## config.mk

```make
export PLATFORM = sky130hd
export DESIGN_NAME = numeric_literal_parser
export DESIGN_NICKNAME = d
export VERILOG_FILES = /design/src/rtl/nlp_pkg.sv /design/src/rtl/nlp_core.sv /design/src/rtl/numeric_literal_parser.sv
export SDC_FILE = /design/constraint.sdc
export NUM_CORES = 1
export LEC_CHECK = 0
export BUFFER_PORTS_ARGS = -buffer_cell sky130_fd_sc_hd__buf_2
export CAP_MARGIN = 20
export CELL_PAD_IN_SITES_DETAIL_PLACEMENT = 1
export CELL_PAD_IN_SITES_GLOBAL_PLACEMENT = 1
export CORE_ASPECT_RATIO = 1.1
export CORE_UTILIZATION = 30
export DETAILED_ROUTE_END_ITERATION = 8
export PLACE_DENSITY_LB_ADDON = 0.1
export SYNTH_ARGS = -nofsm -noshare
export SYNTH_HDL_FRONTEND = slang
export SYNTH_SLANG_ARGS = --single-unit
export TNS_END_PERCENT = 100
```

## constraint.sdc

```tcl
create_clock -name clk -period 9.8 [get_ports clk]
set_input_delay 2.45 -clock clk [delete_from_list [all_inputs] [get_ports clk]]
set_output_delay 2.45 -clock clk [all_outputs]
set_load 0.02 [all_outputs]
```

## src/rtl/nlp_pkg.sv

```systemverilog
`timescale 1ns / 1ps

package nlp_pkg;

  localparam int VALUE_BITS = 32;
  localparam int OUT_BITS   = 32;

  localparam logic [7:0] CH_0     = 8'h30;
  localparam logic [7:0] CH_1     = 8'h31;
  localparam logic [7:0] CH_9     = 8'h39;
  localparam logic [7:0] CH_LC_A  = 8'h61;
  localparam logic [7:0] CH_LC_F  = 8'h66;
  localparam logic [7:0] CH_UC_A  = 8'h41;
  localparam logic [7:0] CH_UC_F  = 8'h46;
  localparam logic [7:0] CH_LC_X  = 8'h78;
  localparam logic [7:0] CH_LC_H  = 8'h68;
  localparam logic [7:0] CH_LC_B  = 8'h62;
  localparam logic [7:0] CH_MINUS = 8'h2d;

  localparam logic [3:0] HEX_LETTER_OFS = 4'd9;

  typedef enum logic [1:0] {
    RX_DEC = 2'd0,
    RX_HEX = 2'd1,
    RX_BIN = 2'd2
  } radix_t;

  typedef struct packed {
    logic signed [OUT_BITS-1:0] value;
    logic                       error;
  } nlp_res_t;

endpackage

```

## src/rtl/nlp_core.sv

```systemverilog
`timescale 1ns / 1ps

module nlp_core (
  input  logic                clk,
  input  logic                rst_n,
  input  logic                step_i,
  input  logic [7:0]          char_i,
  input  logic                last_i,
  output nlp_pkg::nlp_res_t   res_o
);

  typedef enum logic [1:0] {
    PH_START,
    PH_ZERO,
    PH_DIGITS,
    PH_DONE
  } phase_t;

  phase_t                          phase_r, phase_nxt;
  nlp_pkg::radix_t                 radix_r, radix_nxt;
  logic                            neg_r, neg_nxt;
  logic                            bad_r, bad_nxt;
  logic [nlp_pkg::VALUE_BITS-1:0]  acc_r, acc_nxt;

  logic                            is_dec;
  logic                            is_hex_letter;
  logic                            dig_ok;
  logic [3:0]                      dig_val;
  logic [nlp_pkg::VALUE_BITS-1:0]  acc_mul;
  logic [nlp_pkg::VALUE_BITS-1:0]  acc_step;
  logic [nlp_pkg::VALUE_BITS-1:0]  acc_signed;

  // digit decode for the current radix
  always_comb begin
    is_dec        = (char_i >= nlp_pkg::CH_0) && (char_i <= nlp_pkg::CH_9);
    is_hex_letter = ((char_i >= nlp_pkg::CH_LC_A) && (char_i <= nlp_pkg::CH_LC_F)) ||
                    ((char_i >= nlp_pkg::CH_UC_A) && (char_i <= nlp_pkg::CH_UC_F));
    dig_val       = is_dec ? char_i[3:0] : 4'(char_i[3:0] + nlp_pkg::HEX_LETTER_OFS);
    case (radix_r)
      nlp_pkg::RX_BIN: dig_ok = (char_i == nlp_pkg::CH_0) || (char_i == nlp_pkg::CH_1);
      nlp_pkg::RX_HEX: dig_ok = is_dec || is_hex_letter;
      default:         dig_ok = is_dec;
    endcase
  end

  // constant-radix multiply-add as shifts
  always_comb begin
    case (radix_r)
      nlp_pkg::RX_HEX: acc_mul = acc_r << 4;
      nlp_pkg::RX_BIN: acc_mul = acc_r << 1;
      default:         acc_mul = (acc_r << 3) + (acc_r << 1);
    endcase
    acc_step = acc_mul + nlp_pkg::VALUE_BITS'(dig_val);
  end

  always_comb begin
    phase_nxt = phase_r;
    radix_nxt = radix_r;
    neg_nxt   = neg_r;
    bad_nxt   = bad_r;
    acc_nxt   = acc_r;
    case (phase_r)
      PH_START: begin
        acc_nxt = '0;
        if (char_i == nlp_pkg::CH_0) begin
          radix_nxt = nlp_pkg::RX_DEC;
          phase_nxt = PH_ZERO;
        end else if (char_i == nlp_pkg::CH_LC_H) begin
          radix_nxt = nlp_pkg::RX_HEX;
          phase_nxt = PH_DIGITS;
        end else if (char_i == nlp_pkg::CH_LC_B) begin
          radix_nxt = nlp_pkg::RX_BIN;
          phase_nxt = PH_DIGITS;
        end else if (char_i == nlp_pkg::CH_MINUS) begin
          radix_nxt = nlp_pkg::RX_DEC;
          neg_nxt   = 1'b1;
          phase_nxt = PH_DIGITS;
        end else if (is_dec) begin
          radix_nxt = nlp_pkg::RX_DEC;
          acc_nxt   = nlp_pkg::VALUE_BITS'(char_i[3:0]);
          phase_nxt = PH_DIGITS;
        end else begin
          bad_nxt   = 1'b1;
          phase_nxt = PH_DONE;
        end
      end
      PH_ZERO: begin
        if (char_i == nlp_pkg::CH_LC_X) begin
          radix_nxt = nlp_pkg::RX_HEX;
          phase_nxt = PH_DIGITS;
        end else if (is_dec) begin
          acc_nxt   = nlp_pkg::VALUE_BITS'(char_i[3:0]);
          phase_nxt = PH_DIGITS;
        end else begin
          phase_nxt = PH_DONE;
        end
      end
      PH_DIGITS: begin
        if (dig_ok) begin
          acc_nxt = acc_step;
        end else begin
          phase_nxt = PH_DONE;
        end
      end
      default: begin
      end
    endcase
  end

  // final value for a word marked last
  always_comb begin
    acc_signed  = neg_nxt ? (~acc_nxt + 1'b1) : acc_nxt;
    res_o.value = bad_nxt ? '0 : nlp_pkg::OUT_BITS'(signed'(acc_signed));
    res_o.error = bad_nxt;
  end

  always_ff @(posedge clk) begin
    if (!rst_n) begin
      phase_r <= PH_START;
      radix_r <= nlp_pkg::RX_DEC;
      neg_r   <= 1'b0;
      bad_r   <= 1'b0;
      acc_r   <= '0;
    end else if (step_i) begin
      if (last_i) begin
        phase_r <= PH_START;
        radix_r <= nlp_pkg::RX_DEC;
        neg_r   <= 1'b0;
        bad_r   <= 1'b0;
        acc_r   <= '0;
      end else begin
        phase_r <= phase_nxt;
        radix_r <= radix_nxt;
        neg_r   <= neg_nxt;
        bad_r   <= bad_nxt;
        acc_r   <= acc_nxt;
      end
    end
  end

`ifndef ASSERT_OFF
  a_bad_is_done: assert property (@(posedge clk) disable iff (!rst_n)
    bad_r |-> (phase_r == PH_DONE))
    else $error("bad start outside done phase");

  a_start_clean: assert property (@(posedge clk) disable iff (!rst_n)
    (phase_r == PH_START) |-> (acc_r == '0 && !neg_r && radix_r == nlp_pkg::RX_DEC))
    else $error("token start with stale state");

  a_bin_phase: assert property (@(posedge clk) disable iff (!rst_n)
    (radix_r == nlp_pkg::RX_BIN) |-> (phase_r == PH_DIGITS || phase_r == PH_DONE))
    else $error("binary radix in wrong phase");

  a_last_clears: assert property (@(posedge clk) disable iff (!rst_n)
    (step_i && last_i) |=> (phase_r == PH_START))
    else $error("token not cleared after last word");
`endif

endmodule

```

## src/rtl/numeric_literal_parser.sv

```systemverilog
`timescale 1ns / 1ps

// channel  ports                              direction
// in       in_valid in_stall in_char_code in_last    word in, one character
// out      out_valid out_stall out_value out_error   word out, one per token
//
// one character is taken every cycle unless in_stall is high; a token's result
// passes through the input register, then the result register.
// the running value is updated by one shift-add per character in nlp_core.
// rst_n is synchronous and clears the token state and both valid flags.
// a stalled result holds only a following last character back; other
// characters keep flowing into the token state.

module numeric_literal_parser (
  input  logic                                clk,
  input  logic                                rst_n,
  input  logic                                in_valid,
  output logic                                in_stall,
  input  logic [7:0]                          in_char_code,
  input  logic                                in_last,
  output logic                                out_valid,
  input  logic                                out_stall,
  output logic signed [nlp_pkg::OUT_BITS-1:0] out_value,
  output logic                                out_error
);

  logic                               in_vld_r;
  logic [7:0]                         in_char_r;
  logic                               in_last_r;
  logic                               advance;

  logic                               out_vld_r;
  logic signed [nlp_pkg::OUT_BITS-1:0] out_value_r;
  logic                               out_error_r;

  nlp_pkg::nlp_res_t                  res;

  assign advance  = in_vld_r && (!in_last_r || !out_vld_r || !out_stall);
  assign in_stall = in_vld_r && !advance;

  always_ff @(posedge clk) begin
    if (!rst_n) begin
      in_vld_r <= 1'b0;
    end else if (!in_stall) begin
      in_vld_r <= in_valid;
    end
  end

  always_ff @(posedge clk) begin
    if (in_valid && !in_stall) begin
      in_char_r <= in_char_code;
      in_last_r <= in_last;
    end
  end

  nlp_core u_core (
    .clk    (clk),
    .rst_n  (rst_n),
    .step_i (advance),
    .char_i (in_char_r),
    .last_i (in_last_r),
    .res_o  (res)
  );

  always_ff @(posedge clk) begin
    if (!rst_n) begin
      out_vld_r <= 1'b0;
    end else if (advance && in_last_r) begin
      out_vld_r <= 1'b1;
    end else if (!out_stall) begin
      out_vld_r <= 1'b0;
    end
  end

  always_ff @(posedge clk) begin
    if (advance && in_last_r) begin
      out_value_r <= res.value;
      out_error_r <= res.error;
    end
  end

  assign out_valid = out_vld_r;
  assign out_value = out_value_r;
  assign out_error = out_error_r;

endmodule
```

* After elaboration in Yosys (flattened, before gate mapping) *
Index checks and enable logic that the tools add are counted.

storage, ports and cells
  register bits after elaboration = 82
  latch bits = 0
  output and inout bits = 35
  memories kept = 0
  memory bits (writable) = 0
  bits in read-only memories = 0
  word-level logic and storage cells = 104

operators by class
  divide/modulo/power cells = 0
  magnitude comparators = 6
  shift-type cells = 0
  mux-type cells = 46
  add/sub/neg operators = 4
  multipliers = 0
  reductions and logical operators = 22
  equality and inequality tests = 14
  bitwise logic cells = 1

operators by type and width
  operator                                                                             number
  32-bit 2-to-1 mux                                                                    9
  32-bit case mux with 3 select lines                                                  1
  32-bit case mux with 2 select lines                                                  1
  32-bit by 1-bit adder with 32-bit output, second input constant                      1
  32-bit adder                                                                         1
  32-bit by 4-bit adder with 32-bit output                                             1
  32-bit NOT                                                                           1
  2-bit 2-to-1 mux                                                                     14
  8-bit by 6-bit equality test with 1-bit output, second input constant                3
  8-bit by 7-bit equality test with 1-bit output, second input constant                3
  8-bit by 7-bit greater-or-equal comparator with 1-bit output, second input constant  2
  8-bit by 7-bit less-or-equal comparator with 1-bit output, second input constant     2
  1-bit 2-to-1 mux                                                                     16
  8-bit by 6-bit greater-or-equal comparator with 1-bit output, second input constant  1
  8-bit by 6-bit less-or-equal comparator with 1-bit output, second input constant     1
  4-bit 2-to-1 mux                                                                     2
  1-bit logical AND                                                                    7
  7-bit by 2-bit != test with 1-bit output, second input constant                      1
  2-bit case mux with 3 select lines                                                   1
  1-bit logical NOT                                                                    5
  1-bit logical OR                                                                     5
  4-bit adder, second input constant                                                   1
  2-bit by 1-bit equality test with 1-bit output, second input constant                2
  2-bit equality test, second input constant                                           2
  10 further kinds                                                                     10

* Depth between registers and ports, before layout *
  depth after elaboration = 11
  depth in mapped cells = 27

* By module *
From an unflattened synthesis, not the netlist that was laid out.

second synthesis, totals
  cell total of the unflattened synthesis = 1011
  area, all modules = 8137.8 sq um

by module, submodules not included
  module                  cells each  times used  area each (sq um)
  nlp_core                958         1           6781.5
  numeric_literal_parser  53          1           1356.3

* Worst setup path before layout *
OpenSTA, ideal clock, no wires.

  path kind = reg-to-reg
  start = register u_core.radix_r[0]
  end = register out_value_r (netlist bit out_value[29]) (data pin)
  required time = 9.534 ns
  setup time = 0.266 ns
  arrival time = 5.695 ns
  path slack = 3.839 ns
  path buffers = 8
  cell stages (with the launch flop) = 28
  cells stage by stage = dfxtp_1 -> inv_1 -> ha_1 -> buf_2 -> buf_2 -> buf_2 -> buf_2 -> buf_2 -> buf_1 -> buf_1 -> nor2_1 -> nor2b_1 -> ha_1 -> fa_1 -> a21oi_1 -> or3_1 -> o21bai_1 -> or3_1 -> clkbuf_1 -> o311a_1 -> a221oi_2 -> nor2b_1 -> and3_1 -> and3b_1 -> nand4b_4 -> o31ai_2 -> xor2_1 -> nor2_1

on the way
  longest elaborated chain between the ends = 8
  elaborated cells on any way between the ends = 10
  classes of those cells = 2 x add/sub; 2 x eq/ne; 5 x mux; 1 x bitwise

RTL lines
  what                                                                                          line                            RTL
  start: declaration                                                                            nlp_core.sv:20                  nlp_pkg::radix_t radix_r, radix_nxt;
  start signal: assignment                                                                      nlp_core.sv:120                 radix_r <= nlp_pkg::RX_DEC;
  start signal: assignment                                                                      nlp_core.sv:127                 radix_r <= nlp_pkg::RX_DEC;
  start signal: assignment                                                                      nlp_core.sv:133                 radix_r <= radix_nxt;
  2-bit equality test / 2-bit by 1-bit equality test with 1-bit output (equally long branches)  nlp_core.sv:39, nlp_core.sv:48
  32-bit case mux with 2 select lines                                                           nlp_core.sv:48                  case (radix_r)
  32-bit by 4-bit adder with 32-bit output                                                      nlp_core.sv:53                  acc_step = acc_mul + nlp_pkg::VALUE_BITS'(dig_val);
  32-bit 2-to-1 mux (*)                                                                         nlp_core.sv:99                  if (dig_ok) begin
  32-bit case mux with 3 select lines (*)                                                       nlp_core.sv:62                  case (phase_r)
  32-bit NOT                                                                                    nlp_core.sv:112                 acc_signed = neg_nxt ? (~acc_nxt + 1'b1) : acc_nxt;
  32-bit by 1-bit adder with 32-bit output                                                      nlp_core.sv:112
  32-bit 2-to-1 mux (*)                                                                         nlp_core.sv:112
  end signal: assignment                                                                        numeric_literal_parser.sv:77    out_value_r <= res.value;
  end: declaration                                                                              numeric_literal_parser.sv:33    logic signed [nlp_pkg::OUT_BITS-1:0] out_value_r;

Mark *: on every way between the ends. The rest lies on a longest branch, timed or not.
A chain may end at the register's enable or synchronous reset.

* Worst setup path in the final report *
  start = register in_char_r[0]
  end = register out_value_r (netlist bit out_value[29]) (data pin)

on the way
  longest elaborated chain between the ends = 11
  elaborated cells on any way between the ends = 45
  classes of those cells = 3 x add/sub; 6 x order compare; 6 x eq/ne; 23 x mux; 1 x bitwise; 6 x reduce/logical

RTL lines
  what                                                                               line                          RTL
  start: declaration                                                                 numeric_literal_parser.sv:28  logic [7:0] in_char_r;
  start signal: assignment                                                           numeric_literal_parser.sv:51  in_char_r <= in_char_code;
  branches (longest 11 deep; another with 32-bit by 4-bit adder with 32-bit output)  n/a

Several ways; the timed one is not identified.

==> flow_summary.yaml <==
run_status:
  status: "finished clean"
die:
  die_x_um: 156.4
  die-area_um2: 26870
  ios: 48
  start_util_pct: 30.85
  dieHeight_um: 171.8
  core_area_um2: 25490
  rows: 61
yosys:
  yosysUniqueCellTypes: 87
  syn_nets: 1047
  ys_seq_area_share_pct: 26.22
  ys_seq_elements: 82
  syn-cell-area_um2: 7865
  syn_avg_cell_area_um2: 7.961
  synthArstFlopShare_pct: 0
  synth_edf_count: 42
  synth_ff_type: "edfxtp_1"
  ys_warn_count: 0
  synthCells: 988
min_path:
  min_path_type: "reg -> reg"
place:
  dp_hpwl_um: 20880
  place.gp.congestion: 0.7718
  port_buffers: 47
setup_path:
  cpMaxStageDelayCell: "or4_1"
  cp_cell_sequence: "inv_1 -> ha_1 -> o21ba_2 -> o21ai_0 -> buf_4 -> nand2_1 -> xnor2_1 -> ha_1 -> a21o_1 -> a21oi_1 -> nor3_1 -> o21ai_0 -> xnor2_1 -> o21ai_1 -> or4_1 -> nor4_1 -> and3_1 -> and3b_1 -> nand4b_4 -> o31ai_2 -> xor2_1 -> nor2_1"
  max_stage_delay_ns: 0.61
  timing.rr.end: "out_value[29]"
  reg2reg_setup_slack_ns: 3.97
  r2r.worst_path.cells: 22
  cp-start-kind: "flop"
  worstSetupPathType: "reg -> reg"
  critPathRequiredTime_ns: 9.89
  end_kind: "flop"
  cp.arrival_ns: 5.92
  crit_end: "out_value[29]"
  r2r_start: "in_char_r[0]"
  crit_fanout: 11
  critPathLaunch: "in_char_r[0]"
timing:
  fmax_mhz: 171.4
  slew_violations: 0
  fin_skew_ns: 0.01470
  max_slew_margin_pct: 31.62
  setup_viol: 0
  rsz0062_at_grt: "no"
  final-hold-violation-count: 0
  fin_crit_sh_pct: 59.54
  tightest_slew_ns: 1.012
  tns_ns: 0
  period_needed_ns: 5.835
grt:
  grt_pass1_wl_um: 44330
  overflow: 0
  grt_max_degree: 76
  met3_usage_pct: 2.167
  busiest_layer: "met2"
  met1_usage_pct: 24.47
  track_usage_pct: 21.40
  met2_usage_pct: 41.36
  antenna_found_initial: 0
  grt_pass1_vias: 8008
detailed_routing:
  routed_wl_um: 27980
  drc_errors: 0
  wl_per_cell_um: 20.81
  vias: 7760
  vias_per_cell: 5.770
  drtIter0Drc: 485
  drt_pre_antenna_iters: 5
  postRouteAntennaNets: 0
cells_and_area:
  drive_gt1_share_pct: 10.71
  synthToLayoutAreaGrowth_pct: 10.17
  final_common_cell: "nor2_1"
  final_cell_mix: "nor2_1, nand2_1, a21oi_1, o21ai_0, buf_2"
  nets: 1053
  antenna_cells: 0
cts:
  post-cts-setup-buffers: 0
  hold_buffers: 0
  path_clk_slew_ns: 0.07
  cts_tree: "yes"
  clk_path_buf_depth: 2
  numCtsBuffers: 9
  clkLatencyLatePin_ns: 0.35
  ctsResizeCount: 0
  cts_max_level: 3
  clock_sinks: 82
  cts_root_buf: "clkbuf_16"
pwr:
  vdd_drop_max_mv: 0.06256
  p_total_w: 0.0007917
  p_leak_nw: 3.183
  p_per_area_nw_per_um2: 91.37
flow_run:
  maxCapViolCount: 0
==> report_power, final <==
| group | leakage (nW) | total [W] | internal, W | switching [W] |
|---|---|---|---|---|
| clock network | 0.143 | 0.000354 | 0.000204 | 0.000150 |
| registers | 0.731 | 0.000372 | 0.000366 | 0.00000577 |
| logic | 2.31 | 0.0000666 | 0.0000191 | 0.0000475 |
| total | 3.18 | 0.000792 | 0.000589 | 0.000203 |
==> cell usage after synthesis, drive strengths merged (4+ instances only) <==
cell | number | area share (%)
nor2 | 93 | 4.5
nand2 | 90 | 4.3
a21oi | 67 | 4.3
o21ai | 65 | 4.3
clkbuf | 45 | 2.2
ha | 44 | 7.0
edfxtp | 42 | 16
dfxtp | 40 | 10
nor2b | 33 | 2.6
a22oi | 32 | 3.2
nor3 | 31 | 2.0
xnor2 | 26 | 2.9
inv | 25 | 1.2
nand3 | 25 | 1.6
xor2 | 22 | 2.4
and2 | 19 | 1.5
a31oi | 18 | 1.4
nand4 | 17 | 1.4
a221oi | 16 | 1.9
buf | 16 | 1.0
a21o | 15 | 1.4
nor4 | 14 | 1.2
and3 | 11 | 0.88
o31ai | 11 | 1.2
or3 | 11 | 0.88
a211oi | 10 | 1.1
a221o | 9 | 1.1
a22o | 9 | 1.0
o211ai | 8 | 0.83
or2 | 7 | 0.56
a21boi | 6 | 0.57
nand2b | 6 | 0.48
nor3b | 6 | 0.57
o21bai | 6 | 0.57
mux2i | 5 | 0.64
nand4b | 5 | 0.75
o21a | 5 | 0.48
o221ai | 5 | 0.56
o31a | 5 | 0.56
or4 | 5 | 0.52
o2111ai | 4 | 0.45
o211a | 4 | 0.51
==> registers in the layout, indices dropped and copies added (netlist names) <==
register and flops:
u_core.acc_r 32, u_core.neg_r 1, out_error 1, in_last_r 1
in_vld_r 1, out_value 32, u_core.bad_r 1, out_valid 1
in_char_r 8, u_core.radix_r 2, u_core.phase_r 2
==> worst min-delay path by stage <==
stage,from,end,slack [ns],depth (start not counted)
global route,u_core.bad_r,u_core.bad_r,0.52,2
CTS,u_core.bad_r,u_core.bad_r,0.47,2
floorplan,u_core.bad_r,u_core.bad_r,0.43,2
finish,u_core.bad_r,u_core.bad_r,0.47,2
global placement,u_core.bad_r,u_core.bad_r,0.45,2
detailed placement,u_core.bad_r,u_core.bad_r,0.46,2
==> stage by stage <==
step / area [um2] / instances / worst slack [ns] / hold slack, ns / util, %
global placement: 8367 / 1329 / 4.155 / 0.4475 / 32.82
global route: 8665 / 1345 / 3.409 / 0.5196 / 33.99
detailed placement: 8367 / 1329 / 3.982 / 0.4588 / 32.82
CTS: 8665 / 1345 / 3.966 / 0.4744 / 33.99
floorplan: 7865 / 988 / 3.839 / 0.4280 / -
finish: 8665 / 1345 / 3.965 / 0.4657 / 33.99
==> critical path: cells and delay by family, from the launching register on <==
family                     cells  cell delay, ns
and+or+nand+nor                8            2.33
AOI/OAI and AO/OA              7            1.29
adders and majority gates      2            0.56
xor gates and xnor gates       3            0.54
DFF                            1            0.51
buffers and inverters          2            0.35
==> cells by family after synthesis <==
kind of cell               count (synthesis)  share of synthesized area (%)
xor gates and xnor gates                  48                          5.345
AOI/OAI and AO/OA                        328                          29.65
muxes                                      7                         0.9227
buffers and inverters                     86                          4.359
DFF                                       82                          26.22
adders and majority gates                 46                          7.509
and+or+nand+nor                          391                          25.99
==> area by class of cell <==
class | count | area (um2)
fillers | 3119 | 16830
multi-input cells | 820 | 5475
flip-flops and latches | 82 | 2062
well taps | 346 | 432.9
repair buffers | 56 | 302.8
clock buffers | 11 | 242.7
inverters | 25 | 93.84
clock inverters | 5 | 55.05
==> layer usage <==
metal / up-vias / share of wire [%] / wire, um
li1: 3748 / - / -
met1: 3878 / 43 / 11990
met2: 105 / 54 / 14980
met3: 29 / 1.7 / 464
met4: 0 / 2.0 / 550
met5: - / 0 / 0
(Power assumes the default switching activity.)
